File: config.mk
export PLATFORM = sky130hd
export DESIGN_NAME = gated_cv_merge_selector
export DESIGN_NICKNAME = d
export VERILOG_FILES = /design/src/design/gcms_pkg.sv /design/src/design/gated_cv_merge_selector.sv /design/src/design/gcms_regs.sv /design/src/design/gcms_ctrl.sv /design/src/design/gcms_datapath.sv
export SDC_FILE = /design/constraint.sdc
export NUM_CORES = 2
export LEC_CHECK = 0
export ABC_AREA = 1
export BUFFER_PORTS_ARGS = -buffer_cell sky130_fd_sc_hd__buf_2
export CAP_MARGIN = 5
export CORE_MARGIN = 8
export CORE_UTILIZATION = 45
export CTS_CLUSTER_DIAMETER = 120
export DETAILED_ROUTE_END_ITERATION = 10
export MAX_ROUTING_LAYER = met4
export PLACE_DENSITY = 0.64
export SLEW_MARGIN = 0
export SYNTH_ARGS = -nofsm -noshare
export SYNTH_HDL_FRONTEND = slang
export SYNTH_SLANG_ARGS = --single-unit
export TNS_END_PERCENT = 10
File: constraint.sdc
create_clock -name clk -period 15.2 [get_ports clk]
set_input_delay 3.04 -clock clk [delete_from_list [all_inputs] [get_ports clk]]
set_output_delay 3.04 -clock clk [all_outputs]
set_load 0.02 [all_outputs]
File: src/design/gcms_pkg.sv
// ----------------------------------------------------------------------------
// Gated CV merge selector package
// Shared types, register codes, rule codes and the reciprocal table used by
// the divide-by-count path.
// ----------------------------------------------------------------------------
package gcms_pkg;

	localparam int MAX_PORTS   = 8;
	localparam int LANE_W      = 16;
	localparam int CV_W        = 19;
	localparam int CHOICE_W    = 4;
	localparam int RULE_W      = 3;
	localparam int ADDR_W      = 4;
	localparam int DATA_W      = 32;
	localparam int RECIP_W     = 23;
	localparam int RECIP_SHIFT = 22;
	localparam int RECIP_IDX_W = 4;
	localparam int PROD_W      = CV_W + RECIP_W;

	typedef logic [RULE_W-1:0]   rule_t;
	typedef logic [CHOICE_W-1:0] choice_t;

	localparam rule_t RULE_FIRST = 3'd0;
	localparam rule_t RULE_LAST  = 3'd1;
	localparam rule_t RULE_MIN   = 3'd2;
	localparam rule_t RULE_MAX   = 3'd3;
	localparam rule_t RULE_AVG   = 3'd4;
	localparam rule_t RULE_SUM   = 3'd5;
	localparam rule_t RULE_PREV  = 3'd6;

	// Choice codes below CHOICE_AVG name a port.
	localparam choice_t CHOICE_AVG = 4'd8;
	localparam choice_t CHOICE_SUM = 4'd9;

	localparam logic signed [LANE_W-1:0] TRIG_LOW_RST  = 16'sd205;
	localparam logic signed [LANE_W-1:0] TRIG_HIGH_RST = 16'sd2048;

	typedef enum logic [1:0] {
		REG_HOLD_MODE,
		REG_PICK_RULE,
		REG_TRIG_LOW,
		REG_TRIG_HIGH
	} reg_idx_t;

	typedef struct packed {
		logic                     hold_mode;
		rule_t                    pick_rule;
		logic signed [LANE_W-1:0] trigger_low;
		logic signed [LANE_W-1:0] trigger_high;
	} cfg_t;

	typedef enum logic [2:0] {
		ST_IDLE,
		ST_EVAL,
		ST_SELECT,
		ST_DIV_MUL,
		ST_DIV_FIN,
		ST_FINISH
	} state_t;

	typedef struct packed {
		logic load_in;
		logic eval;
		logic select;
		logic div_mul;
		logic div_fin;
		logic out_load;
	} cmd_t;

	typedef struct packed {
		logic bypass;
		logic do_pick;
		logic need_div;
		logic out_free;
	} status_t;

	// ceil(2^22 / c) for c = 1..8; entry 0 makes a zero count give zero.
	localparam logic [RECIP_W-1:0] RECIP_TABLE [0:MAX_PORTS] = '{
		23'd0,
		23'd4194304,
		23'd2097152,
		23'd1398102,
		23'd1048576,
		23'd838861,
		23'd699051,
		23'd599187,
		23'd524288
	};

endpackage

File: src/design/gated_cv_merge_selector.sv
// ----------------------------------------------------------------------------
// Gated CV merge selector
// Hysteresis-clocked gate sampling with a selectable merge of gated CVs.
// ----------------------------------------------------------------------------
// Sequence: a beat is captured on accept, then evaluated; a bypass or a tick
// without update goes straight to the output load, an update passes through
// select, and the average adds the reciprocal multiply and scale steps.
// The block takes no new beat until the output load of the last one is done.
// Reset: arst_n clears all triggers, the held CV, the choice and the output valid flag.
// The result register lets the next beat be accepted while a result waits.
module gated_cv_merge_selector #(
	parameter int PORTS     = 8,
	parameter int VOLT_BITS = 16
) (
	input  logic                                 clk,
	input  logic                                 arst_n,
	// Configuration port. Registers sit at byte addresses 0, 4, 8 and 12.
	input  logic                                 psel,
	input  logic                                 penable,
	input  logic                                 pwrite,
	input  logic [gcms_pkg::ADDR_W-1:0]          paddr,
	input  logic [gcms_pkg::DATA_W-1:0]          pwdata,
	output logic [gcms_pkg::DATA_W-1:0]          prdata,
	output logic                                 pready,
	// Input channel.
	input  logic                                 in_valid,
	output logic                                 in_ready,
	input  logic                                 action,
	input  logic signed [gcms_pkg::LANE_W-1:0]   clock_level,
	input  logic                                 clock_present,
	input  logic [4*gcms_pkg::LANE_W-1:0]        gate_levels_lo,
	input  logic [4*gcms_pkg::LANE_W-1:0]        gate_levels_hi,
	input  logic [4*gcms_pkg::LANE_W-1:0]        cv_levels_lo,
	input  logic [4*gcms_pkg::LANE_W-1:0]        cv_levels_hi,
	// Output channel.
	output logic                                 out_valid,
	input  logic                                 out_ready,
	output logic signed [gcms_pkg::CV_W-1:0]     merged_cv,
	output logic                                 gate_out,
	output logic                                 cv_updated
);
	import gcms_pkg::*;

	cfg_t    cfg;
	cmd_t    cmd;
	status_t status;

	// Writes complete in the access phase without wait states.
	assign pready = 1'b1;

	// Register file: hold mode, pick rule and the two trigger levels.
	gcms_regs u_regs (
		.clk     (clk),
		.arst_n  (arst_n),
		.psel    (psel),
		.penable (penable),
		.pwrite  (pwrite),
		.paddr   (paddr),
		.pwdata  (pwdata),
		.prdata  (prdata),
		.cfg     (cfg)
	);

	// The controller walks each beat through evaluate, the optional select and
	// divide steps and the output load, waiting there if a result is pending.
	gcms_ctrl u_ctrl (
		.clk      (clk),
		.arst_n   (arst_n),
		.in_valid (in_valid),
		.status   (status),
		.in_ready (in_ready),
		.cmd      (cmd)
	);

	// The datapath holds the trigger state, applies the merge rule and keeps
	// the output register.
	gcms_datapath #(
		.PORTS     (PORTS),
		.VOLT_BITS (VOLT_BITS)
	) u_dp (
		.clk            (clk),
		.arst_n         (arst_n),
		.cmd            (cmd),
		.cfg            (cfg),
		.action         (action),
		.clock_level    (clock_level),
		.clock_present  (clock_present),
		.gate_levels_lo (gate_levels_lo),
		.gate_levels_hi (gate_levels_hi),
		.cv_levels_lo   (cv_levels_lo),
		.cv_levels_hi   (cv_levels_hi),
		.out_ready      (out_ready),
		.status         (status),
		.out_valid      (out_valid),
		.merged_cv      (merged_cv),
		.gate_out       (gate_out),
		.cv_updated     (cv_updated)
	);

endmodule

File: src/design/gcms_regs.sv
// ----------------------------------------------------------------------------
// Gated CV merge selector configuration registers
// APB-style register file holding hold mode, pick rule and trigger levels.
// ----------------------------------------------------------------------------
module gcms_regs (
	input  logic                         clk,
	input  logic                         arst_n,
	input  logic                         psel,
	input  logic                         penable,
	input  logic                         pwrite,
	input  logic [gcms_pkg::ADDR_W-1:0]  paddr,
	input  logic [gcms_pkg::DATA_W-1:0]  pwdata,
	output logic [gcms_pkg::DATA_W-1:0]  prdata,
	output gcms_pkg::cfg_t               cfg
);
	import gcms_pkg::*;

	cfg_t     cfg_q;
	reg_idx_t idx;
	logic     wr_en;

	assign idx   = reg_idx_t'(paddr[ADDR_W-1:2]);
	assign wr_en = psel & penable & pwrite;
	assign cfg   = cfg_q;

	always_ff @(posedge clk or negedge arst_n) begin
		if (!arst_n) begin
			cfg_q.hold_mode    <= 1'b0;
			cfg_q.pick_rule    <= RULE_FIRST;
			cfg_q.trigger_low  <= TRIG_LOW_RST;
			cfg_q.trigger_high <= TRIG_HIGH_RST;
		end else if (wr_en) begin
			case (idx)
				REG_HOLD_MODE: cfg_q.hold_mode    <= pwdata[0];
				REG_PICK_RULE: cfg_q.pick_rule    <= pwdata[RULE_W-1:0];
				REG_TRIG_LOW:  cfg_q.trigger_low  <= pwdata[LANE_W-1:0];
				REG_TRIG_HIGH: cfg_q.trigger_high <= pwdata[LANE_W-1:0];
				default: ;
			endcase
		end
	end

	always_comb begin
		case (idx)
			REG_HOLD_MODE: prdata = DATA_W'(cfg_q.hold_mode);
			REG_PICK_RULE: prdata = DATA_W'(cfg_q.pick_rule);
			REG_TRIG_LOW:  prdata = DATA_W'(cfg_q.trigger_low);
			REG_TRIG_HIGH: prdata = DATA_W'(cfg_q.trigger_high);
			default:       prdata = '0;
		endcase
	end

endmodule

File: src/design/gcms_ctrl.sv
// ----------------------------------------------------------------------------
// Gated CV merge selector controller
// Sequences one beat through evaluate, select, divide and output steps.
// ----------------------------------------------------------------------------
module gcms_ctrl (
	input  logic              clk,
	input  logic              arst_n,
	input  logic              in_valid,
	input  gcms_pkg::status_t status,
	output logic              in_ready,
	output gcms_pkg::cmd_t    cmd
);
	import gcms_pkg::*;

	state_t state_q;
	state_t state_n;

	always_ff @(posedge clk or negedge arst_n) begin
		if (!arst_n) begin
			state_q <= ST_IDLE;
		end else begin
			state_q <= state_n;
		end
	end

	always_comb begin
		state_n = state_q;
		case (state_q)
			ST_IDLE: begin
				if (in_valid) state_n = ST_EVAL;
			end
			ST_EVAL: begin
				if (!status.bypass && status.do_pick) state_n = ST_SELECT;
				else state_n = ST_FINISH;
			end
			ST_SELECT: begin
				if (status.need_div) state_n = ST_DIV_MUL;
				else state_n = ST_FINISH;
			end
			ST_DIV_MUL: state_n = ST_DIV_FIN;
			ST_DIV_FIN: state_n = ST_FINISH;
			ST_FINISH: begin
				if (status.out_free) state_n = ST_IDLE;
			end
			default: state_n = ST_IDLE;
		endcase
	end

	always_comb begin
		in_ready     = (state_q == ST_IDLE);
		cmd.load_in  = (state_q == ST_IDLE) && in_valid;
		cmd.eval     = (state_q == ST_EVAL);
		cmd.select   = (state_q == ST_SELECT);
		cmd.div_mul  = (state_q == ST_DIV_MUL);
		cmd.div_fin  = (state_q == ST_DIV_FIN);
		cmd.out_load = (state_q == ST_FINISH) && status.out_free;
	end

endmodule

File: src/design/gcms_datapath.sv
// ----------------------------------------------------------------------------
// Gated CV merge selector datapath
// Input capture, hysteresis triggers, merge rules, reciprocal divide and the
// output register.
// ----------------------------------------------------------------------------
module gcms_datapath #(
	parameter int PORTS     = 8,
	parameter int VOLT_BITS = 16
) (
	input  logic                                 clk,
	input  logic                                 arst_n,
	input  gcms_pkg::cmd_t                       cmd,
	input  gcms_pkg::cfg_t                       cfg,
	input  logic                                 action,
	input  logic signed [gcms_pkg::LANE_W-1:0]   clock_level,
	input  logic                                 clock_present,
	input  logic [4*gcms_pkg::LANE_W-1:0]        gate_levels_lo,
	input  logic [4*gcms_pkg::LANE_W-1:0]        gate_levels_hi,
	input  logic [4*gcms_pkg::LANE_W-1:0]        cv_levels_lo,
	input  logic [4*gcms_pkg::LANE_W-1:0]        cv_levels_hi,
	input  logic                                 out_ready,
	output gcms_pkg::status_t                    status,
	output logic                                 out_valid,
	output logic signed [gcms_pkg::CV_W-1:0]     merged_cv,
	output logic                                 gate_out,
	output logic                                 cv_updated
);
	import gcms_pkg::*;

	localparam int CNT_W = $clog2(PORTS + 1);

	// Captured beat.
	logic                        action_q;
	logic signed [LANE_W-1:0]    clock_level_q;
	logic                        clock_present_q;
	logic signed [VOLT_BITS-1:0] gate_lane_q [PORTS];
	logic signed [VOLT_BITS-1:0] cv_lane_q [PORTS];

	// Block state.
	logic [PORTS-1:0]            armed_q;
	logic                        clock_armed_q;
	logic                        gate_held_q;
	logic [CNT_W-1:0]            count_q;
	choice_t                     last_choice_q;
	logic signed [CV_W-1:0]      held_cv_q;
	logic                        gate_reg_q;
	logic                        updated_q;

	// Divide path.
	logic signed [CV_W-1:0]      sel_q;
	logic [PROD_W-1:0]           prod_q;
	logic                        neg_q;

	// Output register.
	logic                        out_valid_q;
	logic signed [CV_W-1:0]      merged_q;
	logic                        gate_out_q;
	logic                        upd_out_q;

	logic [8*LANE_W-1:0]         gate_all;
	logic [8*LANE_W-1:0]         cv_all;
	logic signed [LANE_W-1:0]    trig_lo;
	logic signed [LANE_W-1:0]    trig_hi;

	logic                        clk_arm_n;
	logic                        clk_edge;
	logic                        sample;
	logic [PORTS-1:0]            armed_n;
	logic [CNT_W-1:0]            count_n;
	logic                        any_n;
	logic                        gate_n;
	logic                        do_pick;

	logic signed [CV_W-1:0]      sum_v;
	logic signed [CV_W-1:0]      first_v;
	logic signed [CV_W-1:0]      last_v;
	logic signed [CV_W-1:0]      min_v;
	logic signed [CV_W-1:0]      max_v;
	logic signed [CV_W-1:0]      replay_v;
	choice_t                     first_idx;
	choice_t                     last_idx;
	choice_t                     min_idx;
	choice_t                     max_idx;
	logic                        any_armed;
	logic signed [CV_W-1:0]      sel_val;
	choice_t                     choice_n;
	logic                        need_div;

	logic [CV_W-1:0]             mag;
	logic [RECIP_W-1:0]          recip;
	logic [PROD_W-1:0]           prod_c;
	logic [CV_W-1:0]             quot;

	assign gate_all = {gate_levels_hi, gate_levels_lo};
	assign cv_all   = {cv_levels_hi, cv_levels_lo};
	assign trig_lo  = cfg.trigger_low;
	assign trig_hi  = cfg.trigger_high;

	always_ff @(posedge clk) begin
		if (cmd.load_in) begin
			action_q        <= action;
			clock_level_q   <= clock_level;
			clock_present_q <= clock_present;
			for (int k = 0; k < PORTS; k++) begin
				gate_lane_q[k] <= gate_all[LANE_W*k +: VOLT_BITS];
				cv_lane_q[k]   <= cv_all[LANE_W*k +: VOLT_BITS];
			end
		end
	end

	// Clock trigger: arming from the disarmed state is the edge.
	always_comb begin
		clk_arm_n = clock_armed_q;
		clk_edge  = 1'b0;
		if (clock_armed_q) begin
			if (clock_level_q <= trig_lo) clk_arm_n = 1'b0;
		end else if (clock_level_q >= trig_hi) begin
			clk_arm_n = 1'b1;
			clk_edge  = 1'b1;
		end
	end

	assign sample = clk_edge | ~clock_present_q;

	always_comb begin
		armed_n = armed_q;
		count_n = '0;
		for (int i = 0; i < PORTS; i++) begin
			if (armed_q[i]) begin
				if (LANE_W'(gate_lane_q[i]) <= trig_lo) armed_n[i] = 1'b0;
			end else if (LANE_W'(gate_lane_q[i]) >= trig_hi) begin
				armed_n[i] = 1'b1;
			end
			count_n = count_n + CNT_W'(armed_n[i]);
		end
	end

	assign any_n   = |armed_n;
	assign gate_n  = sample ? any_n : gate_held_q;
	assign do_pick = gate_n & (cfg.hold_mode | (gate_n != gate_held_q));

	// Merge rules over the armed ports; ties keep the lowest port.
	always_comb begin
		sum_v     = '0;
		first_v   = '0;
		last_v    = '0;
		min_v     = '0;
		max_v     = '0;
		replay_v  = '0;
		first_idx = last_choice_q;
		last_idx  = last_choice_q;
		min_idx   = last_choice_q;
		max_idx   = last_choice_q;
		any_armed = 1'b0;
		for (int i = 0; i < PORTS; i++) begin
			if (CHOICE_W'(i) == last_choice_q) replay_v = CV_W'(cv_lane_q[i]);
			if (armed_q[i]) begin
				sum_v = sum_v + CV_W'(cv_lane_q[i]);
				if (!any_armed) begin
					first_v   = CV_W'(cv_lane_q[i]);
					first_idx = CHOICE_W'(i);
				end
				last_v   = CV_W'(cv_lane_q[i]);
				last_idx = CHOICE_W'(i);
				if (!any_armed || CV_W'(cv_lane_q[i]) < min_v) begin
					min_v   = CV_W'(cv_lane_q[i]);
					min_idx = CHOICE_W'(i);
				end
				if (!any_armed || CV_W'(cv_lane_q[i]) > max_v) begin
					max_v   = CV_W'(cv_lane_q[i]);
					max_idx = CHOICE_W'(i);
				end
				any_armed = 1'b1;
			end
		end
	end

	always_comb begin
		sel_val  = sum_v;
		choice_n = last_choice_q;
		need_div = 1'b0;
		case (cfg.pick_rule)
			RULE_FIRST: begin
				sel_val  = first_v;
				choice_n = first_idx;
			end
			RULE_LAST: begin
				sel_val  = last_v;
				choice_n = last_idx;
			end
			RULE_MIN: begin
				sel_val  = min_v;
				choice_n = min_idx;
			end
			RULE_MAX: begin
				sel_val  = max_v;
				choice_n = max_idx;
			end
			RULE_AVG: begin
				choice_n = CHOICE_AVG;
				need_div = 1'b1;
			end
			RULE_SUM: begin
				choice_n = CHOICE_SUM;
			end
			RULE_PREV: begin
				if (last_choice_q < CHOICE_AVG) sel_val = replay_v;
				else if (last_choice_q == CHOICE_AVG) need_div = 1'b1;
			end
			default: ;
		endcase
	end

	// Divide by count as a multiply by a rounded-up reciprocal.
	assign mag    = sel_q[CV_W-1] ? CV_W'(-sel_q) : sel_q;
	assign recip  = RECIP_TABLE[RECIP_IDX_W'(count_q)];
	assign prod_c = mag * recip;
	assign quot   = prod_q[RECIP_SHIFT +: CV_W];

	always_ff @(posedge clk) begin
		if (cmd.select) sel_q <= sel_val;
		if (cmd.div_mul) begin
			prod_q <= prod_c;
			neg_q  <= sel_q[CV_W-1];
		end
	end

	always_ff @(posedge clk or negedge arst_n) begin
		if (!arst_n) begin
			armed_q       <= '0;
			clock_armed_q <= 1'b0;
			gate_held_q   <= 1'b0;
			count_q       <= '0;
			last_choice_q <= '0;
			held_cv_q     <= '0;
			gate_reg_q    <= 1'b0;
			updated_q     <= 1'b0;
		end else begin
			if (cmd.eval) begin
				if (action_q) begin
					armed_q     <= '0;
					gate_held_q <= 1'b0;
					updated_q   <= 1'b0;
				end else begin
					clock_armed_q <= clk_arm_n;
					gate_held_q   <= gate_n;
					updated_q     <= do_pick;
					if (sample) begin
						armed_q    <= armed_n;
						count_q    <= count_n;
						gate_reg_q <= any_n;
					end
				end
			end
			if (cmd.select) begin
				last_choice_q <= choice_n;
				if (!need_div) held_cv_q <= sel_val;
			end
			if (cmd.div_fin) begin
				held_cv_q <= neg_q ? CV_W'(-quot) : CV_W'(quot);
			end
		end
	end

	always_ff @(posedge clk or negedge arst_n) begin
		if (!arst_n) begin
			out_valid_q <= 1'b0;
		end else if (cmd.out_load) begin
			out_valid_q <= 1'b1;
		end else if (out_ready) begin
			out_valid_q <= 1'b0;
		end
	end

	always_ff @(posedge clk) begin
		if (cmd.out_load) begin
			merged_q   <= held_cv_q;
			gate_out_q <= gate_reg_q;
			upd_out_q  <= updated_q;
		end
	end

	assign status.bypass   = action_q;
	assign status.do_pick  = do_pick;
	assign status.need_div = need_div;
	assign status.out_free = ~out_valid_q | out_ready;

	assign out_valid  = out_valid_q;
	assign merged_cv  = merged_q;
	assign gate_out   = gate_out_q;
	assign cv_updated = upd_out_q;

endmodule

Word-level counts from Yosys, hierarchy flattened. Memories as Yosys holds them, arrays and structs flattened. Index checks and enable logic that the tools add are counted.

Reductions and logical operators: 44. Muxes and demuxes: 178. Multipliers: 1. Bitwise logic cells: 10. Add/sub/neg operators: 16. Eq/ne operators: 26. Order comparisons: 34.

Operator list (count): $mux 19 (71); $mux 4 (50); $ge 16x16->1 (9); $le 16x16->1 (9); $add 19x16->19 (7); $gt 16x19->1 (7); $lt 16x19->1 (7); $pmux 32 s4 (1); $pmux 19 s5 (1); $mux 23 (2); $mux 1 (44); $mul 19x23->41 (1); $neg 19->19 (2); $add 4x1->4 (6); $pmux 4 s6 (1); $pmux 3 s6 (1); $reduce_and 2->1 (9); $eq 3x4->1 const A (4); $mux 8 (2); $eq 3x3->1 const B (5); $logic_or 1x1->1 (14); $eq 3x2->1 const B (4); $mux 3 (4); $eq 2x4->1 const A (2); 25 further kinds (46).

Flip-flop bits (word level): 179. Input port bits: 317. Memory bits (read-only): 368. Memories: 3. Output and inout port bits: 56. Bits in writable memories: 256.

Memory list: (no name shown) (words 16, width 23, read ports 1, clocked after memory_dff 0, wr ports 0, line gcms_datapath.sv:216) `assign recip = RECIP_TABLE[RECIP_IDX_W'(count_q)];`; u_dp.cv_lane_q (words 8, width 16, read ports 8, clocked after memory_dff 0, wr ports 8, line gcms_datapath.sv:37) `logic signed [VOLT_BITS-1:0] cv_lane_q [PORTS];`; u_dp.gate_lane_q (words 8, width 16, read ports 8, clocked after memory_dff 0, wr ports 8, line gcms_datapath.sv:36) `logic signed [VOLT_BITS-1:0] gate_lane_q [PORTS];`.

Logic depth before layout (Yosys ltp). An unclocked memory read counts as a cell.

Word-level depth: 34. Gate-level depth with buffers: 112. Gate-level depth less buffers: 105.

By module. Synthesis repeated with hierarchy kept, for this count alone.

Cell total of the unflattened synthesis: 6205. Area, all modules: 50214.4 um^2.

Modules (own cells, without submodules): gcms_datapath (seq. area each 11030.6 um^2, cells each 5927, area each 48164.9 um^2, instances 1); gcms_regs (seq. area each 908.4 um^2, cells each 238, area each 1811.7 um^2, instances 1); gcms_ctrl (seq. area each 75.1 um^2, cells each 38, area each 226.5 um^2, instances 1); gated_cv_merge_selector (seq. area each 0.0 um^2, cells each 2, area each 11.3 um^2, instances 1).

Worst setup path before layout. OpenSTA, ideal clock, no wires.

Path kind: input-to-reg. Start: input port in_valid. End: register u_dp.action_q, enable pin. Path slack: -0.034 ns. Path buffers: 0. Arrival time: 14.320 ns. Required time: 14.285 ns. Stages on the path: 2. Cells stage by stage: inv_1 -> nor2_1.

RTL lines: from (decl) (line gated_cv_merge_selector.sv:26) `input logic in_valid,`; to (signal assigned) (line gcms_datapath.sv:101) `action_q <= action;`; to (decl) (line gcms_datapath.sv:33) `logic action_q;`.

Final worst setup path.
Start: register u_dp.armed_q[0]. End: register u_dp.held_cv_q[6].

Cells in the longest elaborated chain, start to end: 33.

Ends and longest elaborated chain: from (decl) (line gcms_datapath.sv:40) `logic [PORTS-1:0] armed_q;`; from (signal assigned) (line gcms_datapath.sv:249) `armed_q <= armed_n;`; $mux 19 / $mux 1 (equally long branches) (line gcms_datapath.sv:157) `if (armed_q[i]) begin`; $gt 16x19->1 (tied with other cells) (line gcms_datapath.sv:169) `if (!any_armed || CV_W'(cv_lane_q[i]) > max_v) begin`; $logic_or 1x1->1, on equally long branches (line gcms_datapath.sv:169, gcms_datapath.sv:165); $mux 19, on equally long branches (line gcms_datapath.sv:169, gcms_datapath.sv:165); $mux 19 (line gcms_datapath.sv:157); $gt 16x19->1 / $lt 16x19->1 (equally long branches) (line gcms_datapath.sv:169, gcms_datapath.sv:165); $logic_or 1x1->1, on equally long branches (line gcms_datapath.sv:169, gcms_datapath.sv:165); $mux 19, on equally long branches (line gcms_datapath.sv:169, gcms_datapath.sv:165); [... 17 more ...]; $gt 16x19->1 / $lt 16x19->1 (equally long branches) (line gcms_datapath.sv:169, gcms_datapath.sv:165); $logic_or 1x1->1, on equally long branches (line gcms_datapath.sv:169, gcms_datapath.sv:165); $mux 19, on equally long branches (line gcms_datapath.sv:169, gcms_datapath.sv:165); $mux 19 (line gcms_datapath.sv:157); $pmux 19 s5 * (line gcms_datapath.sv:182) `case (cfg.pick_rule)`; $mux 19 * (line gcms_datapath.sv:257) `if (!need_div) held_cv_q <= sel_val;`; $mux 19 * (line gcms_datapath.sv:255) `if (cmd.select) begin`; $mux 19 * (line gcms_datapath.sv:259) `if (cmd.div_fin) begin`; to (signal assigned) (line gcms_datapath.sv:257); to (signal assigned) (line gcms_datapath.sv:260) `held_cv_q <= neg_q ? CV_W'(-quot) : CV_W'(quot);`; to (decl) (line gcms_datapath.sv:45) `logic signed [CV_W-1:0] held_cv_q;`.

Mark *: on every way between the ends. The rest lies on a longest branch, timed or not. The select of a mux whose other input is x is not followed. A chain may end at the register's enable or synchronous reset.

==> impl_metrics.tcl <==
set metrics [dict create \
    outcome "finished clean" \
    fmax_mhz 68.2 \
    finalCritPeriodShare 0.965 \
    fin_ws_ps 527 \
    die_x_um 350 \
    synthArstFlopShare 0.191 \
    hold_end "u_dp.merged_cv[7]" \
    mostFrequentLayoutCells "nand2_1, inv_1, ha_1" \
    ys.flop_type "edfxtp_1" \
    path_delay_family "compound AO/OA/AOI/OAI gates" \
    worst_pin_slew_ps 1250 \
    clock_skew_ps 42.6 \
    path_clk_slew_ps 60 \
    ys_seq_area_frac 0.239 \
    initial_core_util 0.454 \
    num_vias 47700 \
    grt_max_degree 160 \
    hp-class "register to register" \
    min_from "u_dp.held_cv_q[7]" \
    track_usage 0.319 \
    cp.arrival_ps 15260 \
    final_common_cell "nand2_1" \
    placed_cells 8097 \
    drcViolationCount 0 \
    place.gp.congestion 1.05 \
    rsz0062_at_grt "true" \
    finalPower_mw 15.2 \
    power.leakage_nw 27.8 \
    cts_buffers 51 \
    grt_pass1_wl_mm 288 \
    hold_viol_final 0 \
    cts_buffer_depth 3 \
    clkLatencyLatePin_ps 680 \
    cts_hold_buf 0 \
    crit_path_end_kind "register" \
    firstDrtPassIters 6 \
    powerDensity_mw_per_mm2 261 \
    wl_per_cell_um 23.8 \
    synth_edf_count 334 \
    area_growth_syn_to_layout_pct 15.9 \
    slowest_stage "dfrtp_2" \
    reg2reg_depth 98 \
    synth_cells 6179 \
    final-instance-count-excl-fill 8229 \
    htree_levels 2 \
    critPathBufInv 15 \
    synth-seq-cells 413 \
    drtIter0Drc 5217 \
    slew_headroom 0.167 \
    max_cap_viol_count 0 \
    holdPathStages 0 \
    avgSynthCellArea_um2 8.13 \
    rows 122 \
    hpwlAfterDp_mm 160 \
    syn_nets 7595 \
    cp_slowest_stage_delay_ps 440 \
    die-area_mm2 0.123 \
    fill_cells 10500 \
    cts_root_buffer "clkbuf_16" \
    grt_antenna_before_repair 5 \
    slew_violations 0 \
    synth_top_cell_by_area "edfxtp_1" \
    cp_max_fo 10 \
    cts.sinks 413 \
    fin_nets 8110 \
    synth_top_area_frac 0.200 \
    min_period_ps 14670 \
    post-place-ws_ps -644 \
    synthTopCellsByArea "edfxtp_1, ha_1, fa_1, nand2_1, inv_1" \
    ios 373 \
    grt_pass1_vias 46400 \
    grt-ovfl-total 0 \
    rrSetupSlack_ps 530 \
    r2r-start "u_dp.armed_q[0]" \
    postRouteAntennaNets 0 \
    tritoncts "built" \
    synth_area_mm2 0.0502 \
    startpoint "u_dp.armed_q[0]" \
    setup_viol 0 \
    fin_util 0.526 \
    drive_gt1_frac 0.137 \
    worst-setup-path-type "register to register" \
    synthDistinctLibCells 65 \
    reg2reg_to "u_dp.held_cv_q[6]" \
    setup.worst_path.start_class "register" \
    fp.coreArea_mm2 0.111 \
    vdd_drop_max_mv 0.299 \
    worstPathRequired_ps 15790 \
    hold_ws_ps 455 \
    port_buffers 353 \
    drt-vias-per-instance 5.79 \
    die_y_um 350 \
    yosysWarnings 0 \
    wl_mm 196 \
]
==> registers in the layout (all words and copies together) (netlist names), 3 cells and up <==
name                flops
u_regs.cfg             36
u_dp.last_choice_q      4
u_dp.cv_lane_q        128
u_ctrl.state_q          3
u_dp.held_cv_q         19
u_dp.sel_q             19
u_dp.count_q            4
u_dp.merged_cv         19
u_dp.prod_q            19
u_dp.gate_lane_q      128
u_dp.armed_q            8
u_dp.clock_level_q     16
==> Yosys cell counts, types with 9 or more instances <==
library cell / instances
a2111oi_0: 14
a211oi_1: 39
a21boi_1: 11
a21o_1: 14
a21oi_1: 471
a221oi_1: 20
a22oi_1: 14
a311oi_1: 10
a31oi_1: 26
buf_1: 18
buf_4: 18
clkbuf_1: 141
clkinv_1: 16
dfrtp_1: 73
edfxtp_1: 334
fa_1: 347
ha_1: 752
inv_1: 956
nand2_1: 1037
nand2_2: 9
nand3_1: 214
nand3b_1: 16
nand4_1: 67
nor2_1: 492
nor3_1: 65
nor4_1: 15
o2111ai_1: 20
o211ai_1: 46
o21a_1: 15
o21ai_0: 549
o21bai_1: 41
o221ai_1: 30
o22ai_1: 47
o31ai_1: 32
or2_2: 17
xnor2_1: 42
xor2_1: 77
==> logic make-up (layout without fill, tap and decap cells) <==
logic type      after synthesis  count (layout)  synth area share
fa+ha+maj                  1099            1099             0.326
xor+xnor                    119             119            0.0207
simple gates               1957            1960             0.162
mux                           1               1          0.000199
compound gates             1432            1432             0.164
other cells                   1               6         0.0000746
buf+inv                    1157            1711            0.0881
flops                       413             413             0.239
==> layout make-up <==
type / count / area (um2) / area share
clock buffers: 64 / 1350 / 0.0231
repair buffers: 643 / 4190 / 0.0719
well taps: 1488 / 1860 / 0.0320
flip-flops and latches: 413 / 12000 / 0.206
clock inverters: 31 / 432 / 0.00742
diodes: 5 / 12.5 / 0.000215
inverters: 973 / 3660 / 0.0629
multi-input cells: 4612 / 34700 / 0.596
==> how the worst max path moves through the flow <==
stage                         to  slack (ps)  depth (start not counted)
2_1_floorplan     u_dp.sel_q[14]         740                        103
3_3_place_gp   u_dp.held_cv_q[0]        -300                        101
3_5_place_dp   u_dp.held_cv_q[0]        -640                         97
4_1_cts        u_dp.held_cv_q[9]          30                        102
5_1_grt           u_dp.sel_q[17]        -310                        106
6_report       u_dp.held_cv_q[6]         530                         98
==> metrics by stage <==
step                setup TNS (ps)  cell area, um2
floorplan                        0           50200
global placement             -2870           55200
detailed placement          -14170           55200
CTS                              0           57100
global route                 -8790           58200
finish                           0           58200
==> timing repair <==
item                                   in CTS  in global routing
setup endpoints to repair                  41                 41
gates resized for setup                    32                230
cloned                                      0                 11
endpoints found under the hold margin       0                  0
pin swaps                                   1                 51
buffers inserted                            1                 20
==> power breakdown <==
part           leakage, nW  switching, mW  internal (mW)
clock network        0.848          0.538          0.744
logic                 22.9           7.44           4.45
registers             4.04          0.353           1.66
==> layer usage <==
metal | track usage | vias up | part of all wire
li1 | - | 22100 | -
met3 | 0.0518 | 452 | 0.090
met5 | - | - | 0
met4 | 0.124 | 0 | 0.047
met2 | 0.483 | 2410 | 0.44
met1 | 0.428 | 22700 | 0.43
Note: power is estimated with default switching activity, not from simulation.
